==> src/rtl/core/ldsc_pkg.sv <==
// ----------------------------------------------------------------------------
// ldsc_pkg
// Shared types, constants and helpers of the line deframer with sum checksum.
// ----------------------------------------------------------------------------
`default_nettype none

package ldsc_pkg;

   localparam int unsigned ByteWidth    = 8;
   localparam int unsigned WinDepth     = 4;
   localparam int unsigned FillWidth    = 3;
   localparam int unsigned CsrIdxWidth  = 2;
   localparam int unsigned CsrDataWidth = 8;
   localparam int unsigned StatusWidth  = 3;
   localparam int unsigned QueueDepth   = 4;

   localparam logic [ByteWidth-1:0] CrByte        = 8'd13;
   localparam logic [ByteWidth-1:0] TermResetByte = 8'd10;
   localparam logic [ByteWidth-1:0] SepResetByte  = 8'd58;

   typedef enum logic [CsrIdxWidth-1:0] {
      CSR_TERMINATOR = 2'd0,
      CSR_SEPARATOR  = 2'd1,
      CSR_STRIP_CR   = 2'd2
   } csr_index_type;

   typedef enum logic [StatusWidth-1:0] {
      ST_OK    = 3'd0,
      ST_EMPTY = 3'd1,
      ST_SEP   = 3'd2,
      ST_HEX   = 3'd3,
      ST_CSUM  = 3'd4
   } status_type;

   // one queue entry: up to one payload word followed by up to one verdict word
   typedef struct packed {
      logic                 pay_vld;
      logic [ByteWidth-1:0] pay_byte;
      logic                 end_vld;
      status_type           status;
   } entry_type;

   // bit 4 set when the byte is a hex digit, bits 3:0 its value
   function automatic logic [4:0] hex_decode(input logic [ByteWidth-1:0] c);
      logic [4:0] res;
      res = 5'd0;
      if (c >= 8'h30 && c <= 8'h39) begin
         res = {1'b1, 4'(c - 8'h30)};
      end else if (c >= 8'h61 && c <= 8'h66) begin
         res = {1'b1, 4'(c - 8'h57)};
      end else if (c >= 8'h41 && c <= 8'h46) begin
         res = {1'b1, 4'(c - 8'h37)};
      end
      return res;
   endfunction

endpackage

`default_nettype wire

==> src/rtl/core/ldsc_front.sv <==
// ----------------------------------------------------------------------------
// ldsc_front
// Accepts received words, keeps the line window and sum, classifies each word
// and pushes the resulting payload and verdict words into the queue.
// ----------------------------------------------------------------------------
`default_nettype none

module ldsc_front (
   input  wire                              clock,
   input  wire                              reset,
   input  wire                              req_valid,
   output logic                             req_ready,
   input  wire  [ldsc_pkg::ByteWidth-1:0]   req_rx_byte,
   input  wire                              csr_valid,
   output logic                             csr_ready,
   input  wire  [ldsc_pkg::CsrIdxWidth-1:0] csr_index,
   input  wire  [ldsc_pkg::CsrDataWidth-1:0] csr_wdata,
   input  wire                              q_ready,
   output logic                             q_push,
   output ldsc_pkg::entry_type              q_entry
);
   import ldsc_pkg::*;

   logic [ByteWidth-1:0]                term_ff, sep_ff;
   logic                                strip_ff;
   logic [WinDepth-1:0][ByteWidth-1:0]  win_ff, win_in;
   logic [FillWidth-1:0]                fill_ff, fill_in;
   logic [ByteWidth-1:0]                sum_ff, sum_in;
   logic                                nonempty_ff, nonempty_in;

   logic                 accept;
   logic [1:0]           last_idx;
   logic [FillWidth-1:0] n_tail;
   logic [ByteWidth-1:0] chk_sum;
   logic [ByteWidth-1:0] t_sep, t_hi, t_lo;
   logic [4:0]           hx_hi, hx_lo;
   entry_type            ent;
   logic                 push;

   assign req_ready = q_ready;
   assign csr_ready = 1'b1;
   assign accept    = req_valid && req_ready;
   assign q_push    = push;
   assign q_entry   = ent;

   always_comb begin
      win_in      = win_ff;
      fill_in     = fill_ff;
      sum_in      = sum_ff;
      nonempty_in = nonempty_ff;
      ent         = '{pay_vld: 1'b0, pay_byte: '0, end_vld: 1'b0, status: ST_OK};
      push        = 1'b0;
      last_idx    = 2'(fill_ff - 3'd1);
      n_tail      = fill_ff;
      chk_sum     = sum_ff;
      t_sep       = win_ff[0];
      t_hi        = win_ff[1];
      t_lo        = win_ff[2];
      hx_hi       = hex_decode(t_hi);
      hx_lo       = hex_decode(t_lo);

      if (strip_ff && fill_ff != '0 && win_ff[last_idx] == CrByte) begin
         n_tail = fill_ff - 3'd1;
      end
      if (n_tail == 3'(WinDepth)) begin
         chk_sum = sum_ff + win_ff[0];
         t_sep   = win_ff[1];
         t_hi    = win_ff[2];
         t_lo    = win_ff[3];
         hx_hi   = hex_decode(t_hi);
         hx_lo   = hex_decode(t_lo);
      end

      if (accept) begin
         if (req_rx_byte != term_ff) begin
            nonempty_in = 1'b1;
            if (fill_ff == 3'(WinDepth)) begin
               push         = 1'b1;
               ent.pay_vld  = 1'b1;
               ent.pay_byte = win_ff[0];
               sum_in       = sum_ff + win_ff[0];
               win_in       = {req_rx_byte, win_ff[3], win_ff[2], win_ff[1]};
            end else begin
               win_in[fill_ff[1:0]] = req_rx_byte;
               fill_in              = fill_ff + 3'd1;
            end
         end else begin
            push        = 1'b1;
            ent.end_vld = 1'b1;
            if (fill_ff == '0 && !nonempty_ff) begin
               ent.status = ST_EMPTY;
            end else begin
               if (n_tail == 3'(WinDepth)) begin
                  ent.pay_vld  = 1'b1;
                  ent.pay_byte = win_ff[0];
               end
               if (n_tail < 3'd3 || t_sep != sep_ff || t_hi == sep_ff || t_lo == sep_ff) begin
                  ent.status = ST_SEP;
               end else if (!hx_hi[4] || !hx_lo[4]) begin
                  ent.status = ST_HEX;
               end else if ({hx_hi[3:0], hx_lo[3:0]} != chk_sum) begin
                  ent.status = ST_CSUM;
               end else begin
                  ent.status = ST_OK;
               end
            end
            win_in      = '0;
            fill_in     = '0;
            sum_in      = '0;
            nonempty_in = 1'b0;
         end
      end
   end

   always_ff @(posedge clock) begin
      if (reset) begin
         term_ff     <= TermResetByte;
         sep_ff      <= SepResetByte;
         strip_ff    <= 1'b1;
         win_ff      <= '0;
         fill_ff     <= '0;
         sum_ff      <= '0;
         nonempty_ff <= 1'b0;
      end else begin
         win_ff      <= win_in;
         fill_ff     <= fill_in;
         sum_ff      <= sum_in;
         nonempty_ff <= nonempty_in;
         if (csr_valid && csr_ready) begin
            unique case (csr_index_type'(csr_index))
               CSR_TERMINATOR: term_ff  <= csr_wdata[ByteWidth-1:0];
               CSR_SEPARATOR:  sep_ff   <= csr_wdata[ByteWidth-1:0];
               CSR_STRIP_CR:   strip_ff <= csr_wdata[0];
               default: ;
            endcase
         end
      end
   end

endmodule

`default_nettype wire

==> src/rtl/core/ldsc_queue.sv <==
// ----------------------------------------------------------------------------
// ldsc_queue
// Short first-in first-out queue of entries between the front and back parts.
// ----------------------------------------------------------------------------
`default_nettype none

module ldsc_queue #(
   parameter int unsigned DEPTH = ldsc_pkg::QueueDepth
) (
   input  wire                  clock,
   input  wire                  reset,
   input  wire                  push,
   input  ldsc_pkg::entry_type  push_entry,
   output logic                 push_ready,
   input  wire                  pop,
   output logic                 head_valid,
   output ldsc_pkg::entry_type  head_entry
);
   import ldsc_pkg::*;

   localparam int unsigned PtrWidth = (DEPTH > 1) ? $clog2(DEPTH) : 1;
   localparam int unsigned CntWidth = $clog2(DEPTH + 1);

   entry_type             mem [DEPTH];
   logic [PtrWidth-1:0]   wr_ptr_ff, rd_ptr_ff;
   logic [CntWidth-1:0]   count_ff;
   logic                  do_push, do_pop;

   assign push_ready = count_ff != CntWidth'(DEPTH);
   assign head_valid = count_ff != '0;
   assign head_entry = mem[rd_ptr_ff];
   assign do_push    = push && push_ready;
   assign do_pop     = pop && head_valid;

   function automatic logic [PtrWidth-1:0] next_ptr(input logic [PtrWidth-1:0] p);
      return (p == PtrWidth'(DEPTH - 1)) ? '0 : p + 1'b1;
   endfunction

   always_ff @(posedge clock) begin
      if (do_push) begin
         mem[wr_ptr_ff] <= push_entry;
      end
   end

   always_ff @(posedge clock) begin
      if (reset) begin
         wr_ptr_ff <= '0;
         rd_ptr_ff <= '0;
         count_ff  <= '0;
      end else begin
         if (do_push) begin
            wr_ptr_ff <= next_ptr(wr_ptr_ff);
         end
         if (do_pop) begin
            rd_ptr_ff <= next_ptr(rd_ptr_ff);
         end
         if (do_push && !do_pop) begin
            count_ff <= count_ff + 1'b1;
         end else if (do_pop && !do_push) begin
            count_ff <= count_ff - 1'b1;
         end
      end
   end

endmodule

`default_nettype wire

==> src/rtl/core/ldsc_back.sv <==
// ----------------------------------------------------------------------------
// ldsc_back
// Takes queue entries and sends their payload and verdict words one per cycle,
// while the receiver is ready, through the output register.
// ----------------------------------------------------------------------------
`default_nettype none

module ldsc_back (
   input  wire                                clock,
   input  wire                                reset,
   input  wire                                head_valid,
   input  ldsc_pkg::entry_type                head_entry,
   output logic                               pop,
   output logic                               rsp_valid,
   input  wire                                rsp_ready,
   output logic [ldsc_pkg::ByteWidth-1:0]     rsp_payload_byte,
   output logic                               rsp_line_end,
   output logic [ldsc_pkg::StatusWidth-1:0]   rsp_line_status
);
   import ldsc_pkg::*;

   logic                 valid_ff, valid_in;
   logic                 phase_ff, phase_in;
   logic [ByteWidth-1:0] pay_ff, pay_in;
   logic                 end_ff, end_in;
   status_type           status_ff, status_in;
   logic                 load;

   assign load = head_valid && (!valid_ff || rsp_ready);

   always_comb begin
      valid_in  = valid_ff;
      phase_in  = phase_ff;
      pay_in    = pay_ff;
      end_in    = end_ff;
      status_in = status_ff;
      pop       = 1'b0;
      if (load) begin
         valid_in = 1'b1;
         if (!phase_ff && head_entry.pay_vld) begin
            pay_in    = head_entry.pay_byte;
            end_in    = 1'b0;
            status_in = ST_OK;
            if (head_entry.end_vld) begin
               phase_in = 1'b1;
            end else begin
               pop = 1'b1;
            end
         end else begin
            pay_in    = '0;
            end_in    = 1'b1;
            status_in = head_entry.status;
            phase_in  = 1'b0;
            pop       = 1'b1;
         end
      end else if (rsp_ready) begin
         valid_in = 1'b0;
      end
   end

   always_ff @(posedge clock) begin
      if (reset) begin
         valid_ff <= 1'b0;
         phase_ff <= 1'b0;
      end else begin
         valid_ff <= valid_in;
         phase_ff <= phase_in;
      end
      pay_ff    <= pay_in;
      end_ff    <= end_in;
      status_ff <= status_in;
   end

   assign rsp_valid        = valid_ff;
   assign rsp_payload_byte = pay_ff;
   assign rsp_line_end     = end_ff;
   assign rsp_line_status  = status_ff;

endmodule

`default_nettype wire

==> src/rtl/core/line_deframer_sum_checksum_top.sv <==
// ----------------------------------------------------------------------------
// line_deframer_sum_checksum_top
// Splits received words into lines and checks the two-digit hex sum tail.
//
// Input channel req_: one received word per accepted handshake, up to one
// per cycle; req_ready drops only while the internal queue is full.
// Result channel rsp_: payload words of the line, each with line_end low,
// and one verdict word per terminator with line_end high and line_status
// (ok, empty, separator misplaced, bad hex, checksum mismatch).
// Payload words leave once four newer words of the line are held, so the
// checksum tail can be checked when the terminator arrives.
// Configuration csr_: index 0 terminator, 1 separator, 2 strip_cr (bit 0);
// other indexes are ignored; csr_ready is always high.
// A result is registered in the queue and then in the output register
// before it is valid on rsp_. One word in per cycle while the queue has
// room, and one result out per cycle while the receiver is ready.
// Reset clears the line window, sum, queue and output register and loads
// the default configuration. When the receiver stalls, results wait in the
// output register and the queue, and the input stalls only once it fills.
// ----------------------------------------------------------------------------
`default_nettype none

module line_deframer_sum_checksum_top #(
   parameter int unsigned QUEUE_DEPTH = ldsc_pkg::QueueDepth
) (
   input  wire                                 clock,
   input  wire                                 reset,
   input  wire                                 req_valid,
   output logic                                req_ready,
   input  wire  [ldsc_pkg::ByteWidth-1:0]      req_rx_byte,
   output logic                                rsp_valid,
   input  wire                                 rsp_ready,
   output logic [ldsc_pkg::ByteWidth-1:0]      rsp_payload_byte,
   output logic                                rsp_line_end,
   output logic [ldsc_pkg::StatusWidth-1:0]    rsp_line_status,
   input  wire                                 csr_valid,
   output logic                                csr_ready,
   input  wire  [ldsc_pkg::CsrIdxWidth-1:0]    csr_index,
   input  wire  [ldsc_pkg::CsrDataWidth-1:0]   csr_wdata
);
   import ldsc_pkg::*;

   logic      q_push, q_ready, q_pop, q_head_valid;
   entry_type q_entry, q_head;

   ldsc_front u_front (
      .clock       (clock),
      .reset       (reset),
      .req_valid   (req_valid),
      .req_ready   (req_ready),
      .req_rx_byte (req_rx_byte),
      .csr_valid   (csr_valid),
      .csr_ready   (csr_ready),
      .csr_index   (csr_index),
      .csr_wdata   (csr_wdata),
      .q_ready     (q_ready),
      .q_push      (q_push),
      .q_entry     (q_entry)
   );

   ldsc_queue #(
      .DEPTH (QUEUE_DEPTH)
   ) u_queue (
      .clock      (clock),
      .reset      (reset),
      .push       (q_push),
      .push_entry (q_entry),
      .push_ready (q_ready),
      .pop        (q_pop),
      .head_valid (q_head_valid),
      .head_entry (q_head)
   );

   ldsc_back u_back (
      .clock            (clock),
      .reset            (reset),
      .head_valid       (q_head_valid),
      .head_entry       (q_head),
      .pop              (q_pop),
      .rsp_valid        (rsp_valid),
      .rsp_ready        (rsp_ready),
      .rsp_payload_byte (rsp_payload_byte),
      .rsp_line_end     (rsp_line_end),
      .rsp_line_status  (rsp_line_status)
   );

endmodule

`default_nettype wire

==> config.mk <==
export PLATFORM = sky130hd
export DESIGN_NAME = line_deframer_sum_checksum_top
export DESIGN_NICKNAME = d
export VERILOG_FILES = /design/src/rtl/core/ldsc_pkg.sv /design/src/rtl/core/ldsc_front.sv /design/src/rtl/core/ldsc_queue.sv /design/src/rtl/core/ldsc_back.sv /design/src/rtl/core/line_deframer_sum_checksum_top.sv
export SDC_FILE = /design/constraint.sdc
export NUM_CORES = 1
export LEC_CHECK = 0
export BUFFER_PORTS_ARGS = -buffer_cell sky130_fd_sc_hd__buf_2
export CAP_MARGIN = 20
export CORE_MARGIN = 4
export CORE_UTILIZATION = 35
export DETAILED_ROUTE_END_ITERATION = 7
export HOLD_SLACK_MARGIN = 0.06
export PLACE_DENSITY = 0.52
export SYNTH_ARGS = -nofsm -noshare
export SYNTH_HDL_FRONTEND = slang
export SYNTH_SLANG_ARGS = --single-unit
==> constraint.sdc <==
create_clock -name clock -period 4.44 [get_ports clock]
set_clock_uncertainty 0.2 [all_clocks]
set_input_delay 0.888 -clock clock [delete_from_list [all_inputs] [get_ports clock]]
set_output_delay 0.888 -clock clock [all_outputs]
set_load 0.02 [all_outputs]
==> results of run 1 <==
[area by class of cell]
type                       instances  area (um2)  area share [%]
sequential                       136        3360            39.3
tap                              275         344            4.02
inverter                          34         128            1.49
timing repair buffer              53         328            3.83
clock inverter                    15         170            1.99
antenna                            1        2.50          0.0293
clock buffer                      17         425            4.97
multi-input combinational        521        3790            44.3
[per-stage QoR]
step | power (W) | util, % | area [um2] | setup WS, ns | hold slack [ns]
floorplan | 0.00228 | - | 7460 | 1.00 | 0.254
global placement | 0.00255 | 37.8 | 7920 | 0.651 | 0.254
detailed placement | 0.00258 | 37.8 | 7920 | 0.506 | 0.273
CTS | 0.00402 | 40.6 | 8520 | 0.493 | 0.282
global route | 0.00419 | 40.8 | 8550 | 0.116 | 0.300
finish | 0.00397 | 40.8 | 8550 | 0.483 | 0.279
[synth_stat cells, types with 5 or more instances]
cell type	instances	area share (%)
mux2i_1	15	2.0
nand2b_1	9	0.76
edfxtp_1	64	26
clkbuf_1	27	1.4
xor2_1	21	2.5
nand2_1	36	1.8
nand4_1	10	0.84
nor2b_1	16	1.3
and3_1	7	0.59
nor4_1	6	0.50
inv_1	34	1.7
nor2_1	83	4.2
ha_1	30	5.0
dfxtp_1	72	19
a21oi_1	27	1.8
and2_1	16	1.3
a22oi_1	45	4.5
o21bai_1	5	0.50
o21ai_0	21	1.4
mux4_2	13	3.9
xnor2_1	28	3.3
a211oi_1	29	2.9
nand3_1	8	0.54
nor3_1	15	1.0
[worst max-delay path: cells and delay by family, from the launching register on]
family | cells | cell delay [ns]
adder cells (fa/ha/maj) | 1 | 0.49
flip-flops | 1 | 0.61
AO/OA/AOI/OAI | 4 | 1.26
buffers and inverters | 1 | 0.18
AND/OR/NAND/NOR | 4 | 0.73
multiplexers | 1 | 0.23
[logic make-up (layout without fill, tap and decap cells)]
kind of cell | count (synthesis) | after routing | share of synthesized area (%)
and+or+nand+nor | 235 | 235 | 16.3
xor gates and xnor gates | 49 | 49 | 5.76
other | 1 | 2 | 0.0503
adders and majority gates | 32 | 32 | 5.57
buffers and inverters | 73 | 119 | 4.03
DFF | 136 | 136 | 45.1
muxes | 30 | 30 | 6.24
AOI/OAI and AO/OA | 174 | 174 | 17.0
[worst max-delay path by stage]
stage / start / endpoint / slack [ns] / cells after the start
floorplan: u_front.fill_ff[0] / u_queue.mem[0][2] / 1.00 / 13
global placement: u_front.fill_ff[0] / u_queue.mem[0][2] / 0.65 / 11
detailed placement: u_front.fill_ff[0] / u_queue.mem[2][2] / 0.51 / 10
CTS: u_front.fill_ff[0] / u_queue.mem[2][2] / 0.49 / 10
global route: u_front.fill_ff[0] / u_queue.mem[2][2] / 0.12 / 10
finish: u_front.fill_ff[0] / u_queue.mem[2][2] / 0.48 / 11
[routing by layer]
metal	vias up	share of wire, %	GRT usage (%)
li1	2770	-	-
met1	2794	44	22.2
met2	166	48	28.5
met3	29	5.1	4.05
met4	0	2.2	6.39
met5	-	0	0
[registers in the layout, summed over array words and instances (netlist names), named ones only]
signal	count
u_queue.count_ff	3
u_back.rsp_payload_byte	8
u_front.sum_ff	8
u_back.phase_ff	1
u_front.win_ff	32
u_queue.mem	52
u_back.rsp_line_end	1
u_front.term_ff	8
u_back.rsp_valid	1
u_queue.wr_ptr_ff	2
u_front.fill_ff	3
u_front.nonempty_ff	1
u_queue.rd_ptr_ff	2
u_back.rsp_line_status	3
u_front.sep_ff	8
u_front.strip_ff	1
[cells in the final DEF (no fill, tap or decap), drive strengths merged, types with 21 or more instances in the layout]
master,n
a22oi,45
inv,45
a21oi,27
buf,52
xor2,21
xnor2,28
nand2,36
dfxtp,72
nor2,84
a211oi,29
ha,30
edfxtp,64
o21ai,22
[power by group through the flow]
stage	combinational (W)	sequential, W	clock [W]
after floorplan	0.000629	0.00165	0
after global placement	0.000926	0.00162	0
after detailed placement	0.000948	0.00163	0
after CTS	0.000951	0.00160	0.00146
after global routing	0.00104	0.00162	0.00152
final	0.000941	0.00160	0.00143
==> results.sh, run 1 <==
export IMPL_synth_yosys_warnings=0
export IMPL_r2r_end="u_queue.mem[2][2]"
export IMPL_endpoint_kind="register"
export IMPL_fin_crit_ns=3.96
export IMPL_grt_overflow=0
export IMPL_track_usage_pct=17.3
export IMPL_clk_latency_ns=0.43
export IMPL_cts_hold_buf=0
export IMPL_worstPathMaxFanout=13
export IMPL_coreArea_um2=21000
export IMPL_rsz0062_at_grt="false"
export IMPL_timing_final_crit_share_pct=89.1
export IMPL_cts_setup_buffers=0
export IMPL_layout_drive_gt1_share_pct=14.9
export IMPL_ys_ff_latch=136
export IMPL_htree_levels=4
export IMPL_slew_headroom_pct=50.5
export IMPL_antenna_found_initial=0
export IMPL_design_die_area_um2=23700
export IMPL_place_gp_congestion=0.886
export IMPL_drc=0
export IMPL_avgSynthCellArea_um2=10.2
export IMPL_p_clk_share_pct=36.0
export IMPL_cpPeakStageDelay_ns=0.61
export IMPL_num_vias=5759
export IMPL_cts_max_path_buffers=2
export IMPL_p_leak_nw=3.13
export IMPL_syn_nets=785
export IMPL_synth_flop_cell="dfxtp_1"
export IMPL_cts_buffers=17
export IMPL_power_internal_w=0.00264
export IMPL_path_cells="inv_1 -> ha_1 -> nand2_1 -> or3_1 -> o221ai_1 -> a21o_1 -> mux2i_1 -> nand2_1 -> a2111oi_4 -> nand4_2 -> a2111oi_2"
export IMPL_grt_pass1_wl_um=32400
export IMPL_worstHoldPathCells=2
export IMPL_cts_root_buffer="clkbuf_16"
export IMPL_cp_slowest_cell="dfxtp_1"
export IMPL_ios=38
export IMPL_grt_max_degree=57
export IMPL_final_nets=818
export IMPL_p_seq_share_pct=40.3
export IMPL_tightestPinTransition_ns=0.736
export IMPL_startpoint_type="register"
export IMPL_maxCapViolations=0
export IMPL_vdd_drop_max_uv=254
export IMPL_hold_path_end="u_back.rsp_valid"
export IMPL_p_comb_share_pct=23.7
export IMPL_first_pass_iters=5
export IMPL_path_class="reg -> reg"
export IMPL_required_ns=4.42
export IMPL_netSwitchingFraction_pct=33.4
export IMPL_status="completed"
export IMPL_dp_hpwl_um=15100
export IMPL_ctsResizeCount=0
export IMPL_synth_distinct_cells=76
export IMPL_row_count=53
export IMPL_cts_tree="done"
export IMPL_finalHoldViolCount=0
export IMPL_drv_slew=0
export IMPL_clk_pin_slew_ns=0.06
export IMPL_die_w_um=154
export IMPL_layout_cells_non_filler=1052
export IMPL_synthesis_area_um2=7460
export IMPL_rr_worst_depth=11
export IMPL_regToRegStartpoint="u_front.fill_ff[0]"
export IMPL_synth_cells=730
export IMPL_n_fill_cell=2096
export IMPL_postRouteAntennaNets=0
export IMPL_p_switching_w=0.00133
export IMPL_drt_wl_total_um=20200
export IMPL_initial_core_util_pct=35.6
export IMPL_cts_sinks=136
export IMPL_drt_iter0_drc=440
export IMPL_r2r_slack_ns=0.48
export IMPL_ys_seq_area_share_pct=45.1
export IMPL_arrival_ns=3.93
export IMPL_min_from="u_back.rsp_valid"
export IMPL_synth_edff_count=64
export IMPL_vias_per_cell=5.47
export IMPL_setup_tns_ns=0
export IMPL_grt_pass1_vias=5857
export IMPL_hold_path_class="reg -> reg"
export IMPL_async_flop_share_pct=0
export IMPL_crit_top_cell="nand2_1"
export IMPL_dp_cells=1017
export IMPL_powerDensity_nw_per_um2=464
export IMPL_wl_per_cell_um=19.2
export IMPL_syn2layout_area_growth_pct=14.7
export IMPL_portBuffers=36
export IMPL_max_freq_ghz=0.253
export IMPL_finalSetupViolations=0
export IMPL_fp_dieH_um=154
Power figures use the tool's default switching activity.
==> inputs of run 2 (changes only) <==
--- a/config.mk
+++ b/config.mk
@@ -9,2 +9,3 @@
 export CAP_MARGIN = 20
+export CORE_ASPECT_RATIO = 1.25
 export CORE_MARGIN = 4
@@ -13,2 +14,3 @@
 export HOLD_SLACK_MARGIN = 0.06
+export MAX_ROUTING_LAYER = met4
 export PLACE_DENSITY = 0.52
--- a/constraint.sdc
+++ b/constraint.sdc
@@ -4,2 +4,2 @@
 set_output_delay 0.888 -clock clock [all_outputs]
-set_load 0.02 [all_outputs]
+set_load 0.1 [all_outputs]
==> run 2 against run 1 <==
Compared with the run above: non-clock buffer count unchanged; utilization shrank 0.16 points; sequential share of layout area grew 0.28 points; worst hold slack worse by 0.018 ns; die area is essentially flat; register-to-register slack worse by 0.04 ns; largest power group unchanged.
==> results.sh, run 2 (synthesized netlist as in run 1, its figures left out) <==
export IMPL_grt_pass1_vias=5904
export IMPL_drt_wl_total_um=20200
export IMPL_endpoint_kind="register"
export IMPL_maxCapViolations=0
export IMPL_r2r_slack_ns=0.44
export IMPL_design_die_area_um2=23700
export IMPL_grt_overflow=0
export IMPL_rsz0062_at_grt="false"
export IMPL_crit_top_cell="nand2_1"
export IMPL_max_freq_ghz=0.250
export IMPL_cts_buffers=17
export IMPL_cts_setup_buffers=0
export IMPL_path_cells="inv_1 -> ha_1 -> nand2_1 -> or3_1 -> o221ai_1 -> a21o_1 -> mux2i_1 -> nand2_1 -> a2111oi_4 -> nand4_2 -> a2111oi_2"
export IMPL_slew_headroom_pct=29.5
export IMPL_row_count=59
export IMPL_crit_buf_inv=1
export IMPL_timing_final_crit_share_pct=90.0
export IMPL_ctsResizeCount=0
export IMPL_hold_path_class="reg -> reg"
export IMPL_grt_use_met3_pct=2.84
export IMPL_cpPeakStageDelay_ns=0.61
export IMPL_portBuffers=36
export IMPL_grt_max_degree=44
export IMPL_final_util_pct=40.7
export IMPL_cp_slowest_cell="dfxtp_1"
export IMPL_cts_root_buffer="clkbuf_16"
export IMPL_cts_sinks=136
export IMPL_required_ns=4.41
export IMPL_ios=38
export IMPL_mostFrequentLayoutCells="nor2_1 (83), dfxtp_1 (72), edfxtp_1 (64)"
export IMPL_critical_path_top_delay_family="compound AO/OA/AOI/OAI gates"
export IMPL_fp_dieH_um=171
export IMPL_antenna_cells=0
export IMPL_r2r_end="u_queue.mem[3][2]"
export IMPL_initial_core_util_pct=35.7
export IMPL_drv_slew=0
export IMPL_largest_reg_flops=52
export IMPL_coreArea_um2=20900
export IMPL_fin_crit_ns=4.00
export IMPL_htree_levels=4
export IMPL_met1_usage_pct=20.6
export IMPL_num_vias=5744
export IMPL_finalHoldViolCount=0
export IMPL_startpoint_type="register"
export IMPL_regToRegStartpoint="u_front.fill_ff[0]"
export IMPL_vias_per_cell=5.47
export IMPL_finalSetupViolations=0
export IMPL_clk_latency_ns=0.42
export IMPL_critPathCapture="u_queue.mem[3][2]"
export IMPL_layout_drive_gt1_share_pct=14.9
export IMPL_top_register="u_queue.mem"
export IMPL_final_nets=818
export IMPL_cts_max_path_buffers=2
export IMPL_grt_busiest_layer="met2"
export IMPL_cts_tree="done"
export IMPL_drt_iter0_drc=383
export IMPL_track_usage_pct=17.9
export IMPL_use_met2_pct=31.6
export IMPL_die_w_um=139
export IMPL_postRouteAntennaNets=0
export IMPL_tightestPinTransition_ns=1.05
export IMPL_wl_per_cell_um=19.3
export IMPL_path_class="reg -> reg"
export IMPL_antenna_found_initial=0
export IMPL_place_gp_congestion=0.933
export IMPL_rr_worst_depth=11
export IMPL_first_pass_iters=5
export IMPL_arrival_ns=3.96
export IMPL_p_leak_nw=3.10
export IMPL_cp_depth=11
export IMPL_worstPathMaxFanout=13
export IMPL_dp_hpwl_um=15100
export IMPL_powerDensity_nw_per_um2=502
export IMPL_drc=0
export IMPL_setup_tns_ns=0
export IMPL_vdd_drop_max_uv=402
export IMPL_crit_start="u_front.fill_ff[0]"
export IMPL_grt_pass1_wl_um=32600
export IMPL_cts_hold_buf=0
export IMPL_top_regs="u_queue.mem: 52 flops, u_front.win_ff: 32 flops"
export IMPL_final_common_cell="nor2_1"
export IMPL_status="completed"
export IMPL_clk_pin_slew_ns=0.06
export IMPL_syn2layout_area_growth_pct=13.9
[run 2: cell types whose count changed in the layout (fill, tap and decap cells not counted)]
cell	delta
inv_8	-2
buf_16	-1
buf_4	+2
clkinv_4	+3
inv_6	-1
clkinv_8	-1
clkinvlp_4	+2
diode_2	-1
clkbuf_4	-1
bufinv_16	-1
[run 2: worst register-to-register path, cell delays in order, from the launching register on]
cell       delay, ns
dfxtp_1         0.61
inv_1           0.19
ha_1            0.50
nand2_1         0.13
or3_1           0.34
o221ai_1        0.19
a21o_1          0.32
mux2i_1         0.25
nand2_1         0.12
a2111oi_4       0.39
nand4_2         0.14
a2111oi_2       0.37
[run 2: where the power goes]
part	total [W]	internal [W]	switching [W]
sequential	0.00159	0.00146	0.000131
combinational	0.00132	0.000379	0.000944
clock	0.00135	0.000736	0.000614
total	0.00426	0.00258	0.00169
[run 2: cell type report]
| cell class | count | area (um2) |
|---|---|---|
| clock buffers | 17 | 425 |
| clock inverters | 15 | 134 |
| fillers | 2027 | 12400 |
| inverters | 34 | 128 |
| multi-input cells | 521 | 3790 |
| flip-flops and latches | 136 | 3360 |
| well taps | 274 | 343 |
| repair buffers | 53 | 308 |
[run 2: how the worst min path moves through the flow]
stage	start	depth (start not counted)	to
floorplan	u_queue.rd_ptr_ff[1]	2	register
global placement	u_back.rsp_valid	2	u_back.rsp_valid
detailed placement	u_back.rsp_valid	2	u_back.rsp_valid
CTS	u_back.rsp_valid	2	u_back.rsp_valid
global route	u_back.rsp_valid	2	u_back.rsp_valid
finish	u_back.rsp_valid	2	u_back.rsp_valid
[run 2: metal layers]
layer	routed length, um	part of all wire (%)
met1	8470	42
met2	10500	52
met3	676	3.3
met4	584	2.9
met5	0	0
[run 2: metrics by stage]
stage          power (W)  instance area, um2  hold slack (ns)  cells  setup WS (ns)
2_1_floorplan    0.00266                7460            0.254    730           1.00
3_3_place_gp     0.00293                7930            0.249   1018          0.634
3_5_place_dp     0.00295                7930            0.254   1018          0.505
4_1_cts          0.00430                8490            0.262   1050          0.462
5_1_grt          0.00447                8490            0.282   1050         0.0252
6_report         0.00426                8490            0.261   1050          0.444
==> inputs of run 3 (changes only) <==
==> constraint.sdc (replaced) <==
create_clock -name clock -period 4.44 [get_ports clock]
set_clock_uncertainty 0.2 [all_clocks]
set_input_delay 0.222 -clock clock [delete_from_list [all_inputs] [get_ports clock]]
set_output_delay 0.222 -clock clock [all_outputs]
set_load 0.1 [all_outputs]
==> run 3 against run 2 <==
Compared with the run above: sequential cell count unchanged; worst hold slack worse by 0.11 ns; register-to-register slack about the same; routed wire length up 3.9%; design area up 2.4%; critical path depth unchanged; die area unchanged; first-iteration DRC count up 3.7%; clock-buffer cell count unchanged; combinational power about the same; non-clock buffer count up 20; critical path type unchanged.
==> results.sh, run 3 (synthesized netlist as in run 1, its figures left out) <==
export IMPL_largest_reg_flops=52
export IMPL_htree_levels=4
export IMPL_drv_slew=0
export IMPL_status="completed"
export IMPL_layout_cells_non_filler=1070
export IMPL_slew_headroom_pct=49.4
export IMPL_row_count=59
export IMPL_drt_wl_total_um=21000
export IMPL_rsz0062_at_grt="false"
export IMPL_layout_drive_gt1_share_pct=14.4
export IMPL_startpoint_type="register"
export IMPL_dp_hpwl_um=15400
export IMPL_initial_core_util_pct=35.7
export IMPL_timing_final_crit_share_pct=89.9
export IMPL_final_nets=838
export IMPL_clk_latency_ns=0.43
export IMPL_grt_max_degree=58
export IMPL_n_fill_cell=2051
export IMPL_final_common_cell="nor2_1"
export IMPL_max_freq_ghz=0.250
export IMPL_p_leak_nw=3.18
export IMPL_vias_per_cell=5.43
export IMPL_mostFrequentLayoutCells="nor2_1 (83), dfxtp_1 (72), edfxtp_1 (64)"
export IMPL_grt_pass1_vias=5817
export IMPL_cts_root_buffer="clkbuf_16"
export IMPL_path_class="reg -> reg"
export IMPL_worstPathMaxFanout=13
export IMPL_cts_sinks=136
export IMPL_hold_path_class="in -> reg"
export IMPL_place_gp_congestion=0.930
export IMPL_drt_iter0_drc=397
export IMPL_setup_tns_ns=0
export IMPL_ios=38
export IMPL_cts_max_path_buffers=2
export IMPL_design_die_area_um2=23700
export IMPL_top_register="u_queue.mem"
export IMPL_fin_crit_ns=3.99
export IMPL_netSwitchingFraction_pct=39.7
export IMPL_first_pass_iters=6
export IMPL_dp_cells=1016
export IMPL_fp_dieH_um=171
export IMPL_power_internal_w=0.00259
export IMPL_portBuffers=36
export IMPL_ctsResizeCount=0
export IMPL_cts_tree="done"
export IMPL_wl_per_cell_um=19.6
export IMPL_clk_pin_slew_ns=0.06
export IMPL_tightestPinTransition_ns=0.759
export IMPL_vdd_drop_max_uv=291
export IMPL_powerDensity_nw_per_um2=495
export IMPL_arrival_ns=3.97
export IMPL_p_seq_share_pct=37.2
export IMPL_antenna_found_initial=0
export IMPL_syn2layout_area_growth_pct=16.6
export IMPL_maxCapViolations=0
export IMPL_multi_input_area_um2=3790
export IMPL_antenna_cells=0
export IMPL_grt_pass1_wl_um=32900
export IMPL_top_regs="u_queue.mem: 52 flops, u_front.win_ff: 32 flops"
export IMPL_postRouteAntennaNets=0
export IMPL_p_switching_w=0.00171
export IMPL_p_comb_share_pct=31.2
export IMPL_endpoint_kind="register"
export IMPL_required_ns=4.42
export IMPL_finalSetupViolations=0
export IMPL_regArea_um2=3360
export IMPL_die_w_um=139
export IMPL_finalHoldViolCount=0
export IMPL_r2r_slack_ns=0.45
export IMPL_grt_overflow=0
export IMPL_drc=0
export IMPL_p_clk_share_pct=31.5
export IMPL_cts_buffers=17
export IMPL_num_vias=5812
export IMPL_track_usage_pct=18.3
export IMPL_coreArea_um2=20900
-- run 3: cell count changes in the layout (fill, tap and decap cells not counted), sizes merged --
cell,before,now
dlygate4sd3,0,21
buf,53,51
clkinvlp,4,5
inv,42,43
clkbuf,17,18
clkinv,3,1
-- run 3: area by class of cell --
type	instances	share of cell area, %
clock buffer	17	4.89
clock inverter	15	1.53
inverter	34	1.47
multi-input combinational	521	43.6
sequential	136	38.7
tap	274	3.94
timing repair buffer	73	5.87
-- run 3: final timing paths --
kind	startpoint	endpoint	depth (start not counted)
hold reg to reg	u_queue.rd_ptr_ff[1]	register	2
setup reg to reg	u_front.fill_ff[0]	u_queue.mem[2][2]	11
setup / recovery	u_front.fill_ff[0]	u_queue.mem[2][2]	11
hold / removal	csr_index[0]	u_front.term_ff[0]	5
-- run 3: what timing repair did --
action	CTS	global route
endpoints found under the setup margin	0	0
hold endpoints to repair	52	0
hold buffers	21	0
buffers inserted	0	0
-- run 3: per-layer routing --
layer	wire [um]	global-route usage, %	share of wire (%)
met2	11000	33.4	52
met1	8910	20.9	42
met4	380	5.76	1.8
met3	716	2.70	3.4
met5	0	-	0
-- run 3: worst max-delay path, stage by stage (launching register included) --
cell,delay (ns)
dfxtp_1,0.61
inv_1,0.18
ha_1,0.33
and2b_2,0.28
or3_1,0.36
o221ai_1,0.19
a21o_1,0.33
mux2i_1,0.23
nand2_1,0.11
a2111oi_4,0.39
nand4_2,0.15
a2111oi_2,0.38
-- run 3: stage by stage --
step / hold WS, ns / instance area (um2) / utilization [%] / setup WS, ns / power, W
2_1_floorplan: 0.140 / 7460 / - / 1.00 / 0.00266
3_5_place_dp: 0.248 / 7920 / 37.9 / 0.428 / 0.00297
3_3_place_gp: 0.245 / 7920 / 37.9 / 0.600 / 0.00295
4_1_cts: 0.137 / 8690 / 41.6 / 0.406 / 0.00435
6_report: 0.151 / 8690 / 41.6 / 0.448 / 0.00430
5_1_grt: 0.175 / 8690 / 41.6 / 0.131 / 0.00451
-- run 3: power groups by stage --
stage               combinational (W)  clock [W]  sequential, W
floorplan                    0.000648          0        0.00201
global placement              0.00132          0        0.00163
detailed placement            0.00133          0        0.00163
CTS                           0.00136    0.00139        0.00160
global route                  0.00144    0.00144        0.00162
finish                        0.00134    0.00136        0.00160
